## src/design/uab_pkg.sv

```systemverilog
// Shared constants, register codes and beat types for the UART autobaud bit-width block.
package uab_pkg;

	localparam int unsigned PULSE_BITS       = 20;
	localparam int unsigned MAX_MULTIPLE_DEF = 9;
	localparam int unsigned EDGE_BITS        = 10;
	localparam int unsigned APB_BITS         = 28;
	localparam int unsigned WIDTH_BITS       = 20;
	localparam int unsigned TOL_DIV          = 10;
	localparam int unsigned CFG_IDX_BITS     = 1;

	localparam logic [EDGE_BITS-1:0] MIN_EDGES_RST = EDGE_BITS'(10);
	localparam logic [APB_BITS-1:0]  APB_CLOCK_RST = APB_BITS'(80000000);

	typedef enum logic [CFG_IDX_BITS-1:0] {
		REG_MIN_EDGES = 1'b0,
		REG_APB_CLOCK = 1'b1
	} cfg_reg_t;

	typedef struct packed {
		logic [EDGE_BITS-1:0]  edge_count;
		logic [PULSE_BITS-1:0] low_pulse_min;
		logic [PULSE_BITS-1:0] high_pulse_min;
	} meas_t;

	typedef struct packed {
		logic                  found;
		logic [WIDTH_BITS-1:0] bit_clocks;
		logic [APB_BITS-1:0]   baud_rate;
	} res_t;

	typedef struct packed {
		logic                  found;
		logic [PULSE_BITS-1:0] bit_clocks;
	} wbeat_t;

endpackage

```

## src/design/uab_div.sv

```systemverilog
// Pipelined restoring divider, one quotient bit per stage: bus clock over bit width.
module uab_div import uab_pkg::*; (
	input  logic                clk,
	input  logic                arst_n,
	input  logic                en,
	input  logic                in_valid,
	input  wbeat_t              in_beat,
	input  logic [APB_BITS-1:0] apb_clock_hz,
	output logic                out_valid,
	output res_t                out
);

	localparam int unsigned PB = PULSE_BITS;
	localparam int unsigned QB = APB_BITS;

	logic          v_s   [QB];
	logic          f_s   [QB];
	logic [PB-1:0] rem_s [QB];
	logic [PB-1:0] d_s   [QB];
	logic [QB-1:0] dq_s  [QB];

	for (genvar gi = 0; gi < QB; gi++) begin : g_step
		logic          pv, pf;
		logic [PB-1:0] prem, pd;
		logic [QB-1:0] pdq;
		logic [PB:0]   trial;
		logic          take;

		if (gi == 0) begin : g_head
			assign pv   = in_valid;
			assign pf   = in_beat.found;
			assign prem = '0;
			assign pd   = in_beat.bit_clocks;
			assign pdq  = apb_clock_hz;
		end else begin : g_body
			assign pv   = v_s[gi-1];
			assign pf   = f_s[gi-1];
			assign prem = rem_s[gi-1];
			assign pd   = d_s[gi-1];
			assign pdq  = dq_s[gi-1];
		end

		assign trial = {prem, pdq[QB-1]};
		assign take  = trial >= {1'b0, pd};

		always_ff @(posedge clk or negedge arst_n) begin
			if (!arst_n) begin
				v_s[gi] <= 1'b0;
			end else if (en) begin
				v_s[gi] <= pv;
			end
		end

		always_ff @(posedge clk) begin
			if (en) begin
				f_s[gi]   <= pf;
				d_s[gi]   <= pd;
				rem_s[gi] <= take ? PB'(trial - {1'b0, pd}) : trial[PB-1:0];
				dq_s[gi]  <= {pdq[QB-2:0], take};
			end
		end
	end

	assign out_valid      = v_s[QB-1];
	assign out.found      = f_s[QB-1];
	assign out.bit_clocks = WIDTH_BITS'(d_s[QB-1]);
	assign out.baud_rate  = f_s[QB-1] ? dq_s[QB-1] : '0;

endmodule

```

## config.mk

```make
export PLATFORM = sky130hd
export DESIGN_NAME = uab_div
export DESIGN_NICKNAME = d
export VERILOG_FILES = /design/src/design/uab_pkg.sv /design/src/design/uab_div.sv
export SDC_FILE = /design/constraint.sdc
export NUM_CORES = 2
export LEC_CHECK = 0
export BUFFER_PORTS_ARGS = -buffer_cell sky130_fd_sc_hd__buf_4
export CAP_MARGIN = 20
export CORE_AREA = 3 3 383 385
export CTS_CLUSTER_SIZE = 25
export DETAILED_ROUTE_END_ITERATION = 7
export DIE_AREA = 0 0 386 388
export PLACE_DENSITY = 0.86
export SYNTH_ARGS = -nofsm -noshare
export SYNTH_HDL_FRONTEND = slang
export SYNTH_SLANG_ARGS = --single-unit
```

## constraint.sdc

```tcl
create_clock -name clk -period 3.5 [get_ports clk]
set_clock_uncertainty 0.2 [all_clocks]
set_input_delay 0.175 -clock clk [delete_from_list [all_inputs] [get_ports clk]]
set_output_delay 0.175 -clock clk [all_outputs]
set_load 0.005 [all_outputs]
```

==> run_results.csv <==
group,metric,value,unit
timing,timing.final.crit_share,0.9884,
critical_path,required,3.85,ns
synthesis,syn_inst,6735,
synthesis,synth_top_cell_by_area,"edfxtp_1",
critical_path,path_max_fanout,8,
critical_path,crit_path_start_kind,"flip-flop",
routing,antenna_left,0,
worst_hold_path,min_from,"in_beat[1]",
timing,finalSetupViolations,0,
synthesis,ys_seq_area_frac,0.6343,
global_routing,antenna_found_initial,0,
synthesis,synth_cell_type_count,100,
pwr,leakagePower,41.15,nW
timing,hold_viol,0,
synthesis,avgSynthCellArea,13.60,sq um
floorplan,start_util,0.6386,
synthesis,synth_edf_count,1912,
routing,num_vias,54760,
clock_tree,cts_max_path_buffers,3,
place,port_buffers,102,
synthesis,syn_area,91620,sq um
cells_and_area,fin_area,104000,sq um
cells_and_area,fillers,9012,
worst_hold_path,hold_class,"in -> reg",
global_routing,grt_first_pass_wirelength,283500,um
pwr,seqPwrFrac,0.384,
cells_and_area,drive_above_1_share,0.1325,
global_routing,grt_usage,0.2363,
synthesis,synth.area.top_cells,"edfxtp_1, ha_1, mux2_2",
synthesis,synth.most_common_cell,"edfxtp_1",
clock_tree,cts_buffers,193,
critical_path,crit_type,"reg -> reg",
timing,worst_slew_pin_slew,0.9030,ns
routing,wire_per_inst,19.28,um
pwr,power_frac_comb,0.388,
routing,wl,178800,um
place,place_hpwl,125300,um
clock_tree,clock-sinks,1940,
place,globalplace.congestion,0.9222,
routing,drc,0,
synthesis,yosysTopAreaCellShare,0.6267,
cells_and_area,fin_nets,7834,
synthesis,synth_nets,7356,
worst_hold_path,min_path_cells,3,
run,cap_violations,0,
critical_path,worstSetupEndpointType,"flip-flop",
synthesis,synth_seq_cells,1940,
floorplan,die_x,386,um
outcome,outcome,"completed",
critical_path,reg2reg_to,"rem_s[7][12]",
timing,fmax,289.1,MHz
pwr,p_sw_frac,0.3317,
critical_path,ff2ff_setup_slack,0.04,ns
clock_tree,cts_root_buffer,"clkbuf_16",
timing,finalCriticalPeriod,3.459,ns
pwr,internal_power,61.07,mW
routing,drt_iter0_markers,4578,
floorplan,dieArea,149800,sq um
synthesis,synth-warning-count,0,
routing,first_pass_iters,8,
routing,vias_per_cell,5.904,
worst_hold_path,whs_endpoint,"rem_s[0][13]",
timing,final_max_slew_viol_count,0,
pwr,ir_drop,0.0008425,V
clock_tree,clk_pin_slew,0.06,ns
clock_tree,clk_latency,0.82,ns
critical_path,rr_startpoint,"d_s[1][41]",
pwr,p_per_area,878.3,nW/um^2
floorplan,ios,103,
place,placed_area,95830,sq um
synthesis,yosys-top-cells-count,"edfxtp_1, inv_1, ha_1, a21oi_1, nor2_1",
pwr,clkPwrFrac,0.228,
place,pre_cts_ws,0.003014,ns
critical_path,critPathArrivalTime,3.81,ns
timing,final.setup.worst_slack,0.04057,ns
global_routing,grt_pass1_vias,54390,
global_routing,grt_overflow,0,
floorplan,core_area,143500,sq um
synthesis,async_flop_share,0.01443,
clock_tree,cts_tree,"yes",
timing,relSlewSlack,0.3980,
pwr,p_switching,30.31,mW
floorplan,chipHeight,388,um
floorplan,rows,139,
critical_path,rr_worst_depth,13,
synthesis,yosys_most_used_dff,"edfxtp_1",
clock_tree,htree_levels,4,
global_routing,grt_max_degree,108,
cells_and_area,area_delta_synth_final,13.55,%
what timing repair did:
action	4_1_cts	5_1_grt
pin swaps	0	37
buffers inserted	0	29
gates resized for setup	4	60
cloned	0	8
hold buffers	103	0
endpoints found under the setup margin	26	349
hold endpoints to repair	236	0
area by class of cell:
class / count / area [sq um] / share of cell area
well taps: 1903 / 2381 / 0.02289
inverters: 698 / 2620 / 0.02518
multi-input cells: 3984 / 30550 / 0.2936
clock inverters: 133 / 1531 / 0.01472
diodes: 1 / 2.502 / 0.00002405
flip-flops and latches: 1940 / 58120 / 0.5586
repair buffers: 396 / 3904 / 0.03752
clock buffers: 220 / 4931 / 0.04740
stage by stage:
stage / power (mW) / TNS (ns) / instances / hold slack, ns / utilization
after global routing: 96.59 / -3.383 / 9274 / 0.09269 / 0.7250
after global placement: 67.52 / 0 / 8782 / -0.1041 / 0.6679
after floorplan: 59.89 / 0 / 6735 / -0.3206 / -
after CTS: 90.39 / 0 / 9238 / 0.04107 / 0.7203
after detailed placement: 69.05 / 0 / 8782 / -0.09418 / 0.6679
final: 91.37 / 0 / 9275 / 0.1063 / 0.7251
worst max-delay path by stage:
stage | cells past startpoint | start | slack (ns) | end
floorplan | 12 | d_s[0][1] | 0.31 | rem_s[1][10]
global placement | 11 | rem_s[9][2] | 0.03 | rem_s[10][3]
detailed placement | 12 | d_s[4][41] | 0.003 | rem_s[19][4]
CTS | 11 | rem_s[6][0] | 0.002 | rem_s[7][2]
global route | 12 | d_s[5][51] | -0.07 | rem_s[23][10]
finish | 13 | d_s[1][41] | 0.04 | rem_s[7][12]
power groups by stage:
| stage | logic, mW | registers (mW) | clock network, mW |
|---|---|---|---|
| global placement | 32.1 | 35.4 | 0 |
| global route | 39.0 | 35.5 | 22.2 |
| detailed placement | 33.5 | 35.5 | 0 |
| finish | 35.5 | 35.1 | 20.8 |
| CTS | 34.1 | 35.1 | 21.2 |
| floorplan | 25.9 | 34.0 | 0 |
sequential cells by signal, summed over array words and instances, names as in the netlist:
signal	count
d_s	560
dq_s	784
rem_s	540
out_valid	1
f_s	28
g_step.pv	27
kinds of logic after synthesis:
logic type               synth area share
buffers and inverters             0.03581
AND/OR/NAND/NOR                   0.06547
flip-flops                         0.6343
adder cells (fa/ha/maj)           0.07970
XOR/XNOR                          0.03709
AO/OA/AOI/OAI                     0.09973
multiplexers                      0.04789
worst max-delay path: stages, from the launching register on:
cell,delay (ns)
edfxtp_1,0.39
inv_1,0.07
ha_1,0.24
nor2b_1,0.15
o31ai_2,0.37
a21oi_2,0.12
o211ai_1,0.34
a31oi_2,0.18
nor2_2,0.17
a21oi_2,0.09
a2111oi_4,0.18
buf_4,0.21
clkbuf_16,0.16
mux2_2,0.33
metal layers:
layer,global-route usage,vias to the layer above,part of all wire
li1,-,25950,-
met1,0.3121,26550,0.42
met2,0.3980,1782,0.49
met3,0.03562,470,0.053
met4,0.08708,0,0.036
met5,0,-,0
layout by cell type (no fill, tap or decap), drive strengths merged, types with 27 or more instances in the layout:
master,Yosys,final
nand4,68,68
and3,32,32
ha,542,542
a211oi,43,43
a21boi,37,37
mux2i,42,42
nor3,134,134
nand2,310,310
inv,698,705
xnor2,249,249
dlygate4sd3,0,102
nand2b,59,59
clkinv,0,97
o31ai,39,39
and2,44,44
nor2b,87,87
or3,27,27
a21oi,389,389
o21a,86,86
nor2,349,349
a21o,182,182
buf,79,286
nand3,65,65
o21ai,352,352
dfrtp,28,28
a31oi,50,50
o21bai,28,28
clkbuf,34,228
mux2,340,340
o211ai,29,29
xor2,139,139
edfxtp,1912,1912
Power figures use the tool's default switching activity.
